File: src/rtl/core/kpsd_pkg.sv
package kpsd_pkg;

    // Fixed shape of the key map and of the item fields
    localparam int MAP_ROWS  = 4;
    localparam int MAP_COLS  = 4;
    localparam int COL_W     = 4;
    localparam int CODE_W    = 8;
    localparam int ROWIDX_W  = 2;
    localparam int THR_W     = 3;
    localparam int CFG_W     = 32;
    localparam int CFG_IDX_W = 3;

    localparam int DEF_NUM_ROWS = 4;
    localparam int DEF_NUM_COLS = 4;

    localparam logic             PULL_UP_RST = 1'b1;
    localparam logic [THR_W-1:0] THR_RST     = 3'd5;

    typedef logic [CODE_W-1:0]               t_code;
    typedef logic [MAP_ROWS-1:0][CFG_W-1:0]  t_key_map;

    typedef enum logic [CFG_IDX_W-1:0] {
        CFG_PULL_UP   = 3'd0,
        CFG_THRESHOLD = 3'd1,
        CFG_MAP_ROW0  = 3'd2,
        CFG_MAP_ROW1  = 3'd3,
        CFG_MAP_ROW2  = 3'd4,
        CFG_MAP_ROW3  = 3'd5
    } t_cfg_reg;

endpackage

File: src/rtl/core/kpsd_in_if.sv
interface kpsd_in_if;
    import kpsd_pkg::*;

    logic             valid;
    logic             ready;
    logic [COL_W-1:0] col_levels;

    modport source (output valid, output col_levels, input ready);
    modport sink   (input valid, input col_levels, output ready);
endinterface

File: src/rtl/core/kpsd_out_if.sv
interface kpsd_out_if;
    import kpsd_pkg::*;

    logic                valid;
    logic                ready;
    logic [ROWIDX_W-1:0] row_index;
    logic [CODE_W-1:0]   stable_key;
    logic                scan_complete;

    modport source (output valid, output row_index, output stable_key,
                    output scan_complete, input ready);
    modport sink   (input valid, input row_index, input stable_key,
                    input scan_complete, output ready);
endinterface

File: src/rtl/core/matrix_keypad_scan_debounce.sv
// Matrix keypad scanner with debounce.
//
// i_key carries one scan tick per item: the column levels sampled while the
// current row is driven. o_scan returns one item per tick: the row to drive
// for the next sample, the debounced key code (0 = no key) and a flag that
// marks the tick closing a full scan of all rows.
// The configuration port writes pull-up mode, debounce threshold and the four
// key map rows (one byte per column); write only while the block is idle.
// Each accepted tick's result is registered and shown in the cycle after it
// is accepted. Throughput is one tick per cycle while the receiver takes each
// result; the single result register sits at the output, all decode and counter logic sits in front of it.
// When the receiver stalls, the result is held and i_key.ready drops until
// it is taken; a new tick is accepted in the same cycle the old result goes.
// Reset (synchronous, active low) returns row to 0, clears candidates,
// counter and stable key, sets pull-up mode and a threshold of 5, clears the
// key map and empties the result register.
module matrix_keypad_scan_debounce #(
    parameter int NUM_ROWS = kpsd_pkg::DEF_NUM_ROWS,
    parameter int NUM_COLS = kpsd_pkg::DEF_NUM_COLS
) (
    input  logic                           i_clk,
    input  logic                           i_rst_n,
    input  logic                           i_cfg_wr_en,
    input  logic [kpsd_pkg::CFG_IDX_W-1:0] i_cfg_index,
    input  logic [kpsd_pkg::CFG_W-1:0]     i_cfg_wdata,
    kpsd_in_if.sink                        i_key,
    kpsd_out_if.source                     o_scan
);
    import kpsd_pkg::*;

    localparam int ROW_W = (NUM_ROWS > 1) ? $clog2(NUM_ROWS) : 1;
    localparam logic [ROW_W-1:0] LAST_ROW = ROW_W'(NUM_ROWS - 1);

    // configuration
    logic             r_pull_up;
    logic [THR_W-1:0] r_thr;
    t_key_map         r_key_map;

    // scan state
    logic [ROW_W-1:0] r_row,  n_row;
    t_code            r_cand, n_cand;
    t_code            r_prev, n_prev;
    logic [THR_W-1:0] r_cnt,  n_cnt;
    t_code            r_held, n_held;
    logic             n_done;

    // result register
    logic                r_out_valid;
    logic [ROWIDX_W-1:0] r_out_row;
    t_code               r_out_key;
    logic                r_out_done;

    logic             accept;
    logic             row_last;
    t_code            key_code;
    t_code            cand_pick;
    logic             cand_match;
    logic [THR_W-1:0] cnt_inc;
    logic [ROW_W+1:0] n_row_ext;

    assign i_key.ready = !r_out_valid || o_scan.ready;
    assign accept      = i_key.valid && i_key.ready;

    always_ff @(posedge i_clk) begin
        if (!i_rst_n) begin
            r_pull_up <= PULL_UP_RST;
            r_thr     <= THR_RST;
            r_key_map <= '0;
        end else if (i_cfg_wr_en) begin
            case (t_cfg_reg'(i_cfg_index))
                CFG_PULL_UP:   r_pull_up    <= i_cfg_wdata[0];
                CFG_THRESHOLD: r_thr        <= i_cfg_wdata[THR_W-1:0];
                CFG_MAP_ROW0:  r_key_map[0] <= i_cfg_wdata;
                CFG_MAP_ROW1:  r_key_map[1] <= i_cfg_wdata;
                CFG_MAP_ROW2:  r_key_map[2] <= i_cfg_wdata;
                CFG_MAP_ROW3:  r_key_map[3] <= i_cfg_wdata;
                default: begin
                end
            endcase
        end
    end

    kpsd_key_decode #(
        .NUM_COLS (NUM_COLS),
        .ROW_W    (ROW_W)
    ) u_key_decode (
        .i_levels  (i_key.col_levels),
        .i_pull_up (r_pull_up),
        .i_row     (r_row),
        .i_key_map (r_key_map),
        .o_code    (key_code)
    );

    assign cand_pick  = (key_code != '0) ? key_code : r_cand;
    assign row_last   = (r_row == LAST_ROW);
    assign cand_match = (cand_pick == r_prev) && (cand_pick != '0);
    assign cnt_inc    = (r_cnt < r_thr) ? r_cnt + 1'b1 : r_cnt;

    always_comb begin
        n_row  = r_row;
        n_cand = r_cand;
        n_prev = r_prev;
        n_cnt  = r_cnt;
        n_held = r_held;
        n_done = 1'b0;
        if (row_last) begin
            // close the full scan and judge the candidate
            n_row  = '0;
            n_done = 1'b1;
            n_prev = cand_pick;
            n_cand = '0;
            if (cand_match) begin
                n_cnt = cnt_inc;
                if (cnt_inc == r_thr) begin
                    n_held = cand_pick;
                end
            end else begin
                n_cnt = '0;
                if (cand_pick == '0) begin
                    n_held = '0;
                end
            end
        end else begin
            n_row  = r_row + 1'b1;
            n_cand = cand_pick;
        end
    end

    assign n_row_ext = {2'b00, n_row};

    always_ff @(posedge i_clk) begin
        if (!i_rst_n) begin
            r_row  <= '0;
            r_cand <= '0;
            r_prev <= '0;
            r_cnt  <= '0;
            r_held <= '0;
        end else if (accept) begin
            r_row  <= n_row;
            r_cand <= n_cand;
            r_prev <= n_prev;
            r_cnt  <= n_cnt;
            r_held <= n_held;
        end
    end

    always_ff @(posedge i_clk) begin
        if (!i_rst_n) begin
            r_out_valid <= 1'b0;
        end else if (accept) begin
            r_out_valid <= 1'b1;
        end else if (o_scan.ready) begin
            r_out_valid <= 1'b0;
        end
    end

    always_ff @(posedge i_clk) begin
        if (accept) begin
            r_out_row  <= n_row_ext[ROWIDX_W-1:0];
            r_out_key  <= n_held;
            r_out_done <= n_done;
        end
    end

    assign o_scan.valid         = r_out_valid;
    assign o_scan.row_index     = r_out_row;
    assign o_scan.stable_key    = r_out_key;
    assign o_scan.scan_complete = r_out_done;

    a_wrap_clears_cand: assert property (@(posedge i_clk) disable iff (!i_rst_n)
        accept && row_last |=> (r_row == '0) && (r_cand == '0))
        else $error("row or candidate not cleared after a full scan");

    a_done_row_zero: assert property (@(posedge i_clk) disable iff (!i_rst_n)
        o_scan.valid && o_scan.scan_complete |-> (o_scan.row_index == '0))
        else $error("full scan reported with a nonzero next row");

    a_stall_holds_result: assert property (@(posedge i_clk) disable iff (!i_rst_n)
        !i_key.ready |-> o_scan.valid && !o_scan.ready)
        else $error("tick refused without a stalled result");

    a_held_from_prev: assert property (@(posedge i_clk) disable iff (!i_rst_n)
        accept && row_last && cand_match && (cnt_inc == r_thr)
            |=> (r_held == r_prev))
        else $error("stable key differs from the judged candidate");

endmodule

File: src/rtl/core/kpsd_key_decode.sv
module kpsd_key_decode #(
    parameter int NUM_COLS = kpsd_pkg::DEF_NUM_COLS,
    parameter int ROW_W    = 2
) (
    input  logic [kpsd_pkg::COL_W-1:0] i_levels,
    input  logic                       i_pull_up,
    input  logic [ROW_W-1:0]           i_row,
    input  kpsd_pkg::t_key_map         i_key_map,
    output kpsd_pkg::t_code            o_code
);
    import kpsd_pkg::*;

    localparam int SCAN_COLS = (NUM_COLS < MAP_COLS) ? NUM_COLS : MAP_COLS;

    logic [ROW_W+1:0]  row_ext;
    logic              row_in_map;
    logic [CFG_W-1:0]  row_codes;
    logic [COL_W-1:0]  pressed;

    assign row_ext    = {2'b00, i_row};
    assign row_in_map = row_ext < (ROW_W+2)'(MAP_ROWS);
    assign row_codes  = row_in_map ? i_key_map[row_ext[1:0]] : '0;

    always_comb begin
        for (int c = 0; c < COL_W; c++) begin
            if (c < SCAN_COLS) begin
                pressed[c] = i_pull_up ? ~i_levels[c] : i_levels[c];
            end else begin
                pressed[c] = 1'b0;
            end
        end
    end

    // Walk from the top column down so the lowest pressed column wins
    always_comb begin
        o_code = '0;
        for (int c = COL_W - 1; c >= 0; c--) begin
            if (pressed[c]) begin
                o_code = row_codes[CODE_W*c +: CODE_W];
            end
        end
    end

endmodule
File: src/flat_wrapper.sv
// flat-port wrapper written by rule: the top's interface ports become plain ports
module matrix_keypad_scan_debounce_flat import kpsd_pkg::*;
#(
    parameter int NUM_ROWS = kpsd_pkg::DEF_NUM_ROWS,
    parameter int NUM_COLS = kpsd_pkg::DEF_NUM_COLS
)
  (i_clk, i_rst_n, i_cfg_wr_en, i_cfg_index, i_cfg_wdata, i_key_valid, i_key_col_levels, i_key_ready, o_scan_valid, o_scan_row_index, o_scan_stable_key, o_scan_scan_complete, o_scan_ready);
  kpsd_in_if i_key_i ();
  kpsd_out_if o_scan_i ();
  input  logic i_clk;
  input  logic i_rst_n;
  input  logic i_cfg_wr_en;
  input  logic [kpsd_pkg::CFG_IDX_W-1:0] i_cfg_index;
  input  logic [kpsd_pkg::CFG_W-1:0] i_cfg_wdata;
  input wire logic [$bits(i_key_i.valid)-1:0] i_key_valid;
  input wire logic [$bits(i_key_i.col_levels)-1:0] i_key_col_levels;
  output wire logic [$bits(i_key_i.ready)-1:0] i_key_ready;
  output wire logic [$bits(o_scan_i.valid)-1:0] o_scan_valid;
  output wire logic [$bits(o_scan_i.row_index)-1:0] o_scan_row_index;
  output wire logic [$bits(o_scan_i.stable_key)-1:0] o_scan_stable_key;
  output wire logic [$bits(o_scan_i.scan_complete)-1:0] o_scan_scan_complete;
  input wire logic [$bits(o_scan_i.ready)-1:0] o_scan_ready;
  assign i_key_i.valid = i_key_valid;
  assign i_key_i.col_levels = i_key_col_levels;
  assign i_key_ready = i_key_i.ready;
  assign o_scan_valid = o_scan_i.valid;
  assign o_scan_row_index = o_scan_i.row_index;
  assign o_scan_stable_key = o_scan_i.stable_key;
  assign o_scan_scan_complete = o_scan_i.scan_complete;
  assign o_scan_i.ready = o_scan_ready;
  matrix_keypad_scan_debounce #(.NUM_ROWS(NUM_ROWS), .NUM_COLS(NUM_COLS)) u_core (.i_clk(i_clk), .i_rst_n(i_rst_n), .i_cfg_wr_en(i_cfg_wr_en), .i_cfg_index(i_cfg_index), .i_cfg_wdata(i_cfg_wdata), .i_key(i_key_i), .o_scan(o_scan_i));
endmodule
File: config.mk
export PLATFORM = sky130hd
export DESIGN_NAME = matrix_keypad_scan_debounce_flat
export DESIGN_NICKNAME = d
export VERILOG_FILES = /design/src/rtl/core/kpsd_pkg.sv /design/src/rtl/core/kpsd_in_if.sv /design/src/rtl/core/kpsd_out_if.sv /design/src/rtl/core/matrix_keypad_scan_debounce.sv /design/src/rtl/core/kpsd_key_decode.sv /design/src/flat_wrapper.sv
export SDC_FILE = /design/constraint.sdc
export NUM_CORES = 1
export LEC_CHECK = 0
export BUFFER_PORTS_ARGS = -buffer_cell sky130_fd_sc_hd__buf_2
export CORE_MARGIN = 5
export CORE_UTILIZATION = 61
export CTS_BUF_LIST = sky130_fd_sc_hd__clkbuf_16
export DETAILED_ROUTE_END_ITERATION = 7
export GPL_ROUTABILITY_DRIVEN = 1
export MAX_ROUTING_LAYER = met4
export PLACE_DENSITY = 0.85
export SYNTH_ARGS = -nofsm -noshare
export SYNTH_HDL_FRONTEND = slang
export SYNTH_SLANG_ARGS = --single-unit
File: constraint.sdc
create_clock -name i_clk -period 5 [get_ports i_clk]
set_input_delay 0.5 -clock i_clk [delete_from_list [all_inputs] [get_ports i_clk]]
set_output_delay 0.5 -clock i_clk [all_outputs]
set_load 0.02 [all_outputs]
# After elaboration in Yosys (flattened, before gate mapping)
# Cells that the tools add are included.
[op_classes]
addsub = 2
n_lt_le_gt_ge = 3
eq_ne = 8
n_mux = 23
n_bitwise = 4
n_reduce_logical = 16
[op_table]
columns = ["operator", "count"]
rows = [
  ["$mux W8", 10],
  ["$bmux W32 S2", 1],
  ["$mux W32", 2],
  ["$reduce_bool A8 Y1", 2],
  ["$reduce_and A2 Y1", 7],
  ["$eq A8 B8 Y1", 1],
  ["$logic_not A8 Y1", 1],
  ["$mux W1", 7],
  ["$eq A3 B2 Y1 const B", 2],
  ["$eq A3 B3 Y1 const B", 2],
  ["$lt A2 B3 Y1 const B", 2],
  ["$mux W3", 2],
  ["$not A1 Y1", 4],
  ["$add A3 B1 Y3 const B", 1],
  ["$eq A3 B1 Y1 const B", 1],
  ["$eq A3 B3 Y1", 1],
  ["$logic_not A3 Y1", 1],
  ["$lt A3 B3 Y1", 1],
  ["$add A2 B1 Y2 const B", 1],
  ["$eq A2 B2 Y1 const B", 1],
  ["$logic_and A1 B1 Y1", 2],
  ["$mux W2", 1],
  ["$reduce_bool A2 Y1", 1],
  ["$logic_not A1 Y1", 1],
  ["$logic_or A1 B1 Y1", 1],
]
[word_totals]
regBits = 173
inputBits = 44
output_inout_bits = 13
elab_cells = 71

# Depth between registers and ports, before layout
# Gate-level depths: netlist of the first run.
[logic_depth]
depth_word = 13
mapped_depth = 16

# Cells and area by module
# Synthesis of the first run repeated with hierarchy kept, for this count alone.
[hier_totals]
cells_unflattened = 960
hier_area_um2 = 8117.8
[by_module_without_submodules]
columns = ["mod", "instances", "cells_per_inst", "area_each_um2", "seq_area_each_um2"]
rows = [
  ["matrix_keypad_scan_debounce", 1, 806, 6698.9, 3573.4],
  ["kpsd_key_decode", 1, 154, 1418.9, 0.0],
]

# Worst setup path after synthesis of the first run
# No wires, ideal clock.
[synth_timing]
path_type = "reg-to-reg"
from = "reg u_core.r_row[0]"
to = "reg u_core.r_out_key[7], in the netlist u_core.o_scan.stable_key[7], data pin"
setup_time_ns = 0.261
t_arrival_ns = 3.607
setup_slack_ns = 1.132
path_stages_with_launch = 15
n_path_buf = 4
period_less_slack_ns = 3.868
cell_sequence = "dfxtp_1 > buf_6 > buf_12 > buf_12 > mux4_2 > a21boi_1 > a31oi_2 > nand4_2 > nor4_2 > a41oi_2 > xnor2_1 > nor4b_4 > and3_1 > buf_2 > o22ai_1"
[synth_between]
elab_chain_len = 13
[synth_lines]
columns = ["item", "line", "text"]
rows = [
  ["start, declared", "matrix_keypad_scan_debounce.sv:40", "logic [ROW_W-1:0] r_row, n_row;"],
  ["start signal, assigned", "matrix_keypad_scan_debounce.sv:139", "r_row <= n_row;"],
  ["$bmux W32 S2", "kpsd_key_decode.sv:22", "assign row_codes = row_in_map ? i_key_map[row_ext[1:0]] : '0;"],
  ["$mux W32 (not written as such)", "kpsd_key_decode.sv:22", ""],
  ["$mux W32", "kpsd_key_decode.sv:22", ""],
  ["$mux W8 (4 in a row)", "kpsd_key_decode.sv:38", "if (pressed[c]) begin"],
  ["$reduce_bool A8 Y1", "matrix_keypad_scan_debounce.sv:94", "assign cand_pick = (key_code != '0) ? key_code : r_cand;"],
  ["$mux W8", "matrix_keypad_scan_debounce.sv:94", ""],
  ["$logic_not A8 Y1, or another cell as far along", "matrix_keypad_scan_debounce.sv:119", "if (cand_pick == '0) begin"],
  ["$mux W8 or $logic_and A1 B1 Y1 (tied branches)", "matrix_keypad_scan_debounce.sv:119, matrix_keypad_scan_debounce.sv:96", ""],
  ["$mux W8", "matrix_keypad_scan_debounce.sv:112", "if (cand_match) begin"],
  ["$mux W8 (*)", "matrix_keypad_scan_debounce.sv:106", "if (row_last) begin"],
  ["via u_core.n_held[7]", "matrix_keypad_scan_debounce.sv:44", "t_code r_held, n_held;"],
  ["end signal, assigned", "matrix_keypad_scan_debounce.sv:160", "r_out_key <= n_held;"],
  ["end, declared", "matrix_keypad_scan_debounce.sv:50", "t_code r_out_key;"],
]
# Mark *: on every way through the listed nets, which the timed path passes. The rest lies on a longest branch. The select of a mux whose other input is x is not followed.
# A chain may end at the register's enable or synchronous reset.

# Worst setup path after layout of the first run
[layout_timing]
from = "reg u_core.r_row[1]"
to = "reg u_core.r_out_key[6], in the netlist u_core.o_scan.stable_key[6], data pin"
# The elaborated chain is that of the path after synthesis.

==> flow_summary.toml, run 1 <==
[timing]
finalMaxSlewViolations = 0
hold_ws_ps = 317
rsz0062_at_grt = "false"
period_needed_ps = 4160
finalSetupViolCount = 0
fin_worst_skew_ps = 7.38
post-route-period-util = 0.832
max_freq_mhz = 240
hold_violations = 0
worst_pin_slew_ps = 998
slew_headroom = 0.335
tns_ps = 0

[floorplanning]
die_w_um = 127
start_util = 0.627
io_pins = 57
die_h_um = 127
coreArea_um2 = 13300
dieArea_um2 = 16200
rows = 42

[global_route]
grt_overflow = 0
grt_usage = 0.277
antenna_found_initial = 0
grt_max_degree = 93
grt_pass1_wl_um = 35100
first_global_vias = 6935

[route]
antenna_left = 0
vias = 7346
drt_first_pass_iters = 6
drc = 0
totalWireLength_um = 21700
routedWlPerCell_um = 18.0
drtIter0Drc = 697
viasPerCell = 6.08

[critical_path]
r2r-end = "u_core.o_scan.stable_key[6]$_DFFE_PP_"
crit_required_ps = 5160
end_kind = "flip-flop"
reg2reg_slack_ps = 840
ff2ff_path_depth = 10
r2r_start = "u_core.r_row[1]$_SDFFE_PN0P_"
crit_arrival_ps = 4320
critPathMaxFanout = 16
crit_type = "flip-flop to flip-flop"
cp-start-kind = "flip-flop"

[synthesis]
syn_area_um2 = 8360
synth_edf_count = 11
synth_area_per_cell_um2 = 8.35
ys_seq_area_frac = 0.427
async_reset_ff_frac = 0
yosys_warnings = 0
synthFlopType = "dfxtp_1"
synth_cell_types = 70
synth_seq_cells = 173
syn_nets = 1050
synth_cells = 1002

[cts]
cts.path.max_buffers = 2
cts-root-buf = "clkbuf_16"
htree_levels = 4
cts.sinks = 173
cts_resized = 0
clkTransAtPathRegs_ps = 60
post_cts_buffers = 0
cts_inserted_buffers = 17
tritoncts = "built"
ctsHoldBuffers = 0
clock_latency_ps = 440

[cells_and_area]
layout_commonest_cell = "nand2_1"
post_route_cells_drive_above_1_share = 0.130
areaGrowthSynthToFinish_pct = 9.81
nFillCells = 1073
final_cell_area_um2 = 9190
fin_nets = 1067
n_antenna_cell = 0
layout_common_cells = "nand2_1 (292), dfxtp_1 (161), a21oi_1 (99), a21boi_0 (57), buf_2 (56)"

[place]
portBuffers = 56
place_congestion = 0.960
dp_hpwl_um = 14100
placed_area_um2 = 8650

[job]
maxCapViolCount = 0

[worst_hold_path]
worstHoldStart = "i_key_valid"
hold_class = "primary input to flip-flop"
hold_end = "u_core.o_scan.valid$_SDFFE_PN0P_"
hold_depth = 3

[pwr]
ir_drop_uv = 315
p_leak_nw = 3.21
power_density_nw_per_um2 = 325

[outcome]
status = "finished, final reports clean"
-- synthesized netlist by cell type (5+ instances only) --
cell type / instances / area share
nor4_1: 6 / 0.0045
or3_1: 7 / 0.0052
inv_1: 16 / 0.0072
a21boi_0: 57 / 0.051
o22ai_1: 35 / 0.026
nor3_1: 23 / 0.014
a21oi_1: 99 / 0.059
buf_6: 5 / 0.0067
nor2_1: 39 / 0.018
nand4_1: 9 / 0.0067
dfxtp_1: 162 / 0.39
edfxtp_1: 11 / 0.039
mux4_1: 8 / 0.025
a211oi_1: 7 / 0.0063
nand2b_1: 7 / 0.0052
nand3_1: 10 / 0.0060
clkbuf_1: 57 / 0.026
nand2_1: 292 / 0.13
buf_2: 6 / 0.0036
mux4_2: 10 / 0.027
o21ai_0: 9 / 0.0054
mux2i_1: 30 / 0.036
and2_1: 9 / 0.0067
-- cell type report --
cell class              count  area, µm²  area share
flip-flops and latches    173       3570       0.389
multi-input cells         740       4390       0.477
well taps                 176        220      0.0240
clock inverters            15        114      0.0124
inverters                  16       60.1     0.00654
repair buffers             71        405      0.0441
clock buffers              17        425      0.0463
-- sequential cells by signal, summed over array words and instances, names as in the netlist --
name                         cells
u_core.r_held                    8
u_core.o_scan.row_index          2
u_core.r_pull_up                 1
u_core.o_scan.valid              1
u_core.r_prev                    8
u_core.r_key_map               128
u_core.r_row                     2
u_core.r_cnt                     3
u_core.r_thr                     3
u_core.o_scan.stable_key         8
u_core.r_cand                    8
u_core.o_scan.scan_complete      1
-- worst max-delay path, stage by stage (launching register included) --
cell and delay, ps:
dfxtp_1 690, nand3b_1 360, o22ai_1 270, nor3_1 90
or4_1 640, and4_1 270, a41oi_2 360, xnor2_1 150
nor4b_4 490, and3_1 420, o22ai_1 140
-- cell families (layout without fill, tap and decap cells) --
group,Yosys count,after routing,synth area share
and+or+nand+nor,439,439,0.235
AOI/OAI and AO/OA,241,241,0.185
DFF,173,173,0.427
buffers and inverters,89,119,0.0500
muxes,49,49,0.0898
xor gates and xnor gates,7,7,0.00733
adders and majority gates,4,4,0.00598
-- per-stage QoR --
stage,total power [W],util,setup WS (ps),std cells
after detailed placement,0.00179,0.648,932,1176
after global routing,0.00308,0.688,658,1208
final,0.00298,0.688,840,1208
after global placement,0.00179,0.648,959,1176
after floorplan,0.00170,-,1130,1002
after CTS,0.00299,0.688,941,1208
-- worst max-delay path by stage --
stage                                            start                                     to  slack, ps
after floorplan           u_core.r_row[0]$_SDFFE_PN0P_  u_core.o_scan.stable_key[7]$_DFFE_PP_       1130
after global placement             i_key_col_levels[2]  u_core.o_scan.stable_key[7]$_DFFE_PP_        960
after detailed placement           i_key_col_levels[2]  u_core.o_scan.stable_key[7]$_DFFE_PP_        930
after CTS                 u_core.r_row[1]$_SDFFE_PN0P_  u_core.o_scan.stable_key[7]$_DFFE_PP_        940
after global routing      u_core.r_row[1]$_SDFFE_PN0P_  u_core.o_scan.stable_key[7]$_DFFE_PP_        660
final                     u_core.r_row[1]$_SDFFE_PN0P_  u_core.o_scan.stable_key[6]$_DFFE_PP_        840
-- where the power goes --
part           internal [W]  total [W]  switching [W]
Sequential          0.00143    0.00145      0.0000213
Clock              0.000639    0.00121       0.000572
Combinational      0.000117   0.000323       0.000207
-- per-layer routing --
metal  track usage  share of wire
met1         0.345           0.42
met2         0.452           0.49
met3        0.0488          0.064
met4         0.102          0.018
met5             -              0
Power figures use the tool's default switching activity.
==> inputs of run 2 (changes only) <==
Settings changed: CORE_UTILIZATION 61 to 55, PLACE_DENSITY 0.85 to 0.81.
Clock period 5 ns to 3.6 ns, I/O delays scaled along.
==> flow_summary.toml, run 2 (synthesis gave the netlist of run 1 again) <==
[timing]
slew_headroom = 0.282
hold_violations = 0
post-route-period-util = 0.965
period_needed_ps = 3470
max_freq_mhz = 288
finalSetupViolCount = 0
finalMaxSlewViolations = 0
fin_worst_skew_ps = 7.76
rsz0062_at_grt = "true"
hold_ws_ps = 187
worst_pin_slew_ps = 1070
fin_ws_ps = 127

[cells_and_area]
top_register = "u_core.r_key_map"
instances_no_fill = 1259
largest_reg_flops = 128
fin_nets = 1106
nFillCells = 1231
final_cell_area_um2 = 9730
layout_common_cells = "nand2_1 (292), dfxtp_1 (160), a21oi_1 (99), a21boi_0 (57), buf_2 (56)"
post_route_cells_drive_above_1_share = 0.189
n_antenna_cell = 0
layout_commonest_cell = "nand2_1"
areaGrowthSynthToFinish_pct = 16.3

[place]
placed_area_um2 = 8910
dp_hpwl_um = 15100
place_ws_ps = -10.2
place_congestion = 0.945
dp_cells = 1218
portBuffers = 56

[floorplanning]
die_h_um = 133
rows = 45
dieArea_um2 = 17800
io_pins = 57
die_w_um = 133
start_util = 0.556
coreArea_um2 = 15000

[critical_path]
crit_slowest_cell = "or4_1"
crit_family = "simple AND/OR/NAND/NOR gates"
crit_top_cell = "o22ai_1"
critPathMaxFanout = 12
path_cells = "buf_6 > clkbuf_16 > buf_4 > mux2i_2 > o22ai_1 > nor3_2 > or4_1 > nand3_1 > o221ai_2 > a2111oi_2 > nor4b_4 > and3_4 > o22ai_1"
cp-start-kind = "flip-flop"
crit_type = "flip-flop to flip-flop"
end_kind = "flip-flop"
ff2ff_path_depth = 13
crit_required_ps = 3760
cp_slowest_stage_delay_ps = 520
path_depth = 13
crit_arrival_ps = 3640
crit_buf_inv = 3

[global_route]
grt_usage = 0.260
grt_max_degree = 66
antenna_found_initial = 0
grt_pass1_wl_um = 36300
first_global_vias = 7210
grt_overflow = 0

[cts]
cts-root-buf = "clkbuf_16"
clkTransAtPathRegs_ps = 70
tritoncts = "built"
ctsHoldBuffers = 0
clock_latency_ps = 440
cts_inserted_buffers = 17
htree_levels = 4
cts.path.max_buffers = 2
cts.sinks = 173

[worst_hold_path]
hold_class = "primary input to flip-flop"
hold_depth = 3

[route]
drtIter0Drc = 868
vias = 7643
drc = 0
viasPerCell = 6.07
antenna_left = 0
routedWlPerCell_um = 18.2
drt_first_pass_iters = 6
totalWireLength_um = 22900

[pwr]
power.total_w = 0.00438
ir_drop_uv = 326
power_density_nw_per_um2 = 450
p_leak_nw = 3.44

[job]
maxCapViolCount = 0

[outcome]
status = "finished, final reports clean"
## run 2: cell types whose count changed in the layout (fill, tap and decap cells not counted), sizes merged
cell	delta
inv	+1
clkbuf	+1
nand3	+1
bufinv	+2
buf	+37
clkinv	-3
## run 2: area by class of cell
class	instances	area, µm²	share of cell area
Tap cell	188	235	0.0242
Timing Repair Buffer	109	728	0.0748
Clock buffer	17	425	0.0437
Sequential cell	173	3580	0.368
Inverter	16	60.1	0.00617
Clock inverter	15	161	0.0166
Multi-Input combinational cell	741	4540	0.467
## run 2: final timing paths
check                               startpoint  slack [ps]                               endpoint
max reg2reg       u_core.r_row[0]$_SDFFE_PN0P_         130  u_core.o_scan.stable_key[4]$_DFFE_PP_
max               u_core.r_row[0]$_SDFFE_PN0P_         130  u_core.o_scan.stable_key[4]$_DFFE_PP_
min reg2reg  u_core.r_key_map[50]$_SDFFE_PN0P_         450      u_core.r_key_map[50]$_SDFFE_PN0P_
min                             i_cfg_wdata[5]         190       u_core.r_key_map[5]$_SDFFE_PN0P_
## run 2: repair_timing
action / in CTS / in global routing
gates cloned: 0 / 2
setup endpoints to repair: 8 / 19
pin swaps: 0 / 8
buffers inserted: 0 / 7
resized for setup: 1 / 34
hold endpoints to repair: 0 / 0
## run 2: tightest hold or removal path: stages
cell     delay [ps]
buf_2           120
nand2_1          50
a21oi_1          50
## run 2: per-layer routing
layer | GRT usage | up-vias | wire length (µm)
met4 | 0.0937 | 0 | 503
met3 | 0.0525 | 55 | 1600
met1 | 0.318 | 3621 | 9430
met5 | - | - | 0
met2 | 0.431 | 348 | 11400
li1 | - | 3619 | -
## run 2: stage by stage
stage               utilization  setup TNS (ps)
floorplan                     -               0
CTS                       0.632               0
global placement          0.593               0
finish                    0.647               0
detailed placement        0.593           -10.2
global route              0.647            -259
## run 2: where the power goes
part	switching (W)	internal [W]	total (W)	leakage, nW
combinational	0.000315	0.000220	0.000536	1.73
sequential	0.0000324	0.00198	0.00201	1.42
clock	0.000801	0.00103	0.00183	0.289
total	0.00115	0.00323	0.00438	3.44
==> inputs of run 3 (changes only) <==
Settings changed: ABC_AREA from default to 1, GPL_TIMING_DRIVEN from default to 0.
==> flow_summary.toml, run 3 <==
[outcome]
status = "finished, final reports clean"

[cts]
ctsHoldBuffers = 0
clock_latency_ps = 430
cts.path.max_buffers = 2
cts_inserted_buffers = 17
cts-root-buf = "clkbuf_16"
cts.sinks = 173
post_cts_buffers = 0
htree_levels = 4
clkTransAtPathRegs_ps = 70
cts_resized = 0
tritoncts = "built"

[cells_and_area]
top_register = "u_core.r_key_map"
areaGrowthSynthToFinish_pct = 13.2
n_antenna_cell = 0
layout_common_cells = "nand2_1 (235), nor2_1 (185), dfxtp_1 (162), o21ai_0 (159), inv_1 (107)"
nFillCells = 1379
multi_input_area_um2 = 3940
largest_reg_flops = 128
post_route_cells_drive_above_1_share = 0.117
seqCellArea_um2 = 3570
fin_nets = 1322
layout_commonest_cell = "nand2_1"

[job]
maxCapViolCount = 0

[critical_path]
crit_buf_inv = 2
cp_slowest_stage_delay_ps = 330
r2r_start = "u_core.r_row[1]$_SDFFE_PN0P_"
crit_family = "simple AND/OR/NAND/NOR gates"
crit_top_cell = "nand2_1"
crit_type = "flip-flop to flip-flop"
end_kind = "flip-flop"
cp-start-kind = "flip-flop"
path_cells = "buf_4 > buf_2 > nand3_1 > nand3_1 > nand3_1 > a21oi_2 > nand2_2 > nor2_4 > nand3_2 > nand2_1 > nand2_1 > nand2_1 > nand2_2 > nor2_8 > nand2_2 > nand3_1 > nand2_1 > nand2_1 > nand2_1"
crit_slowest_cell = "dfxtp_1"
crit_arrival_ps = 3490
path_depth = 19
ff2ff_path_depth = 19
crit_required_ps = 3780
r2r-end = "u_core.o_scan.stable_key[3]$_DFFE_PP_"
reg2reg_slack_ps = 300
critPathMaxFanout = 10

[timing]
post-route-period-util = 0.918
rsz0062_at_grt = "false"
slew_headroom = 0.173
finalMaxSlewViolations = 0
fin_worst_skew_ps = 9.59
worst_pin_slew_ps = 1230
hold_violations = 0
max_freq_mhz = 303
tns_ps = 0
period_needed_ps = 3300
hold_ws_ps = 189
finalSetupViolCount = 0

[global_route]
first_global_vias = 7722
grt_max_degree = 21
grt_pass1_wl_um = 38900
grt_usage = 0.282
grt_overflow = 0
antenna_found_initial = 0

[pwr]
ir_drop_uv = 396
power_density_nw_per_um2 = 497
p_leak_nw = 4.13
seqPwrFrac = 0.435
power_switching_w = 0.00137
netSwitchingFraction = 0.293
clkPwrFrac = 0.396
pwr-share-comb = 0.169
p_int_w = 0.00331

[route]
drt_first_pass_iters = 7
vias = 8263
drc = 0
antenna_left = 0
drtIter0Drc = 1051
viasPerCell = 5.60
totalWireLength_um = 24200
routedWlPerCell_um = 16.4

[worst_hold_path]
worstHoldStart = "i_cfg_wdata[30]"
hold_end = "u_core.r_key_map[62]$_SDFFE_PN0P_"
hold_depth = 3
hold_class = "primary input to flip-flop"

[synthesis]
synth_top_family_by_area = "simple AND/OR/NAND/NOR gates"
synthFlopType = "dfxtp_1"
syn_nets = 1248
synth_top_area_cell = "dfxtp_1"
yosysMostFrequentCell = "nand2_1"
synth-compound-area-share = 0.168
synth-simple-area-share = 0.287
ys_seq_area_frac = 0.430
synth.mux.area_fraction = 0.00120
synth_seq_cells = 173
synth_area_per_cell_um2 = 6.93
synthAdderAreaFrac = 0.00602
synth_edf_count = 11
synth-xor-area-share = 0.0116
synthTopCellsByArea = "dfxtp_1 (39%), nand2_1 (11%), o21ai_0 (9.6%)"
synthTopCellsByCount = "nand2_1 (235), nor2_1 (185), dfxtp_1 (162)"
yosysTopAreaCellShare = 0.390
synth_cell_types = 34
syn_area_um2 = 8320
async_reset_ff_frac = 0
synth_cells = 1200
yosys_warnings = 0

[floorplanning]
die_w_um = 133
die_h_um = 133
start_util = 0.553
io_pins = 57
coreArea_um2 = 15000
dieArea_um2 = 17700
rows = 45

[place]
dp_hpwl_um = 16600
place_congestion = 0.973
portBuffers = 55
run 3: kinds of logic (layout without fill, tap and decap cells):
kind of cell               count (synthesis)  in the layout
AOI/OAI and AO/OA                        271            271
xor gates and xnor gates                   8              8
adders and majority gates                  4              4
buffers and inverters                    186            273
DFF                                      173            173
muxes                                      1              1
and+or+nand+nor                          557            557
run 3: through the flow:
step                std cells  power, W   util  setup slack, ps  instance area, µm²
finish                   1475   0.00468  0.626              296                9420
global route             1475   0.00484  0.626             10.2                9420
detailed placement       1443   0.00284  0.587              381                8830
floorplan                1200   0.00261      -             1000                8320
global placement         1443   0.00283  0.587              418                8830
CTS                      1475   0.00466  0.626              358                9420
run 3: worst max-delay path by stage:
| stage | startpoint | endpoint | slack (ps) |
|---|---|---|---|
| 2_1_floorplan | u_core.r_row[0]$_SDFFE_PN0P_ | u_core.o_scan.stable_key[0]$_DFFE_PP_ | 1000 |
| 3_3_place_gp | u_core.r_row[1]$_SDFFE_PN0P_ | u_core.o_scan.stable_key[3]$_DFFE_PP_ | 420 |
| 3_5_place_dp | u_core.r_row[1]$_SDFFE_PN0P_ | u_core.o_scan.stable_key[3]$_DFFE_PP_ | 380 |
| 4_1_cts | u_core.r_row[1]$_SDFFE_PN0P_ | u_core.o_scan.stable_key[3]$_DFFE_PP_ | 360 |
| 5_1_grt | u_core.r_row[0]$_SDFFE_PN0P_ | u_core.o_scan.stable_key[0]$_DFFE_PP_ | 10 |
| 6_report | u_core.r_row[1]$_SDFFE_PN0P_ | u_core.o_scan.stable_key[3]$_DFFE_PP_ | 300 |
run 3: tightest hold or removal path: stages:
cell and delay, ps:
buf_2 110, nor2_1 50, nor2_1 80
run 3: power by group through the flow:
| stage | Clock [W] | Combinational, W | Sequential, W |
|---|---|---|---|
| final | 0.00185 | 0.000790 | 0.00204 |
| after global routing | 0.00193 | 0.000864 | 0.00204 |
| after CTS | 0.00186 | 0.000772 | 0.00203 |
| after detailed placement | 0 | 0.000764 | 0.00208 |
| after global placement | 0 | 0.000755 | 0.00207 |
| after floorplan | 0 | 0.000532 | 0.00208 |
run 3: layer usage:
layer  up-vias  wire (µm)  GRT usage
li1       4020          -          -
met1      3785      10100      0.353
met2       401      11200      0.438
met3        57       2140     0.0650
met4         0        775      0.116
met5         -          0          -
run 3: layout make-up:
type                       count  share of cell area
buffer                        70              0.0384
clock buffer                  18              0.0478
clock inverter                14              0.0149
inverter                     116              0.0465
multi-input combinational    841               0.419
sequential                   173               0.379
tap                          188              0.0250
timing repair buffer          55              0.0292
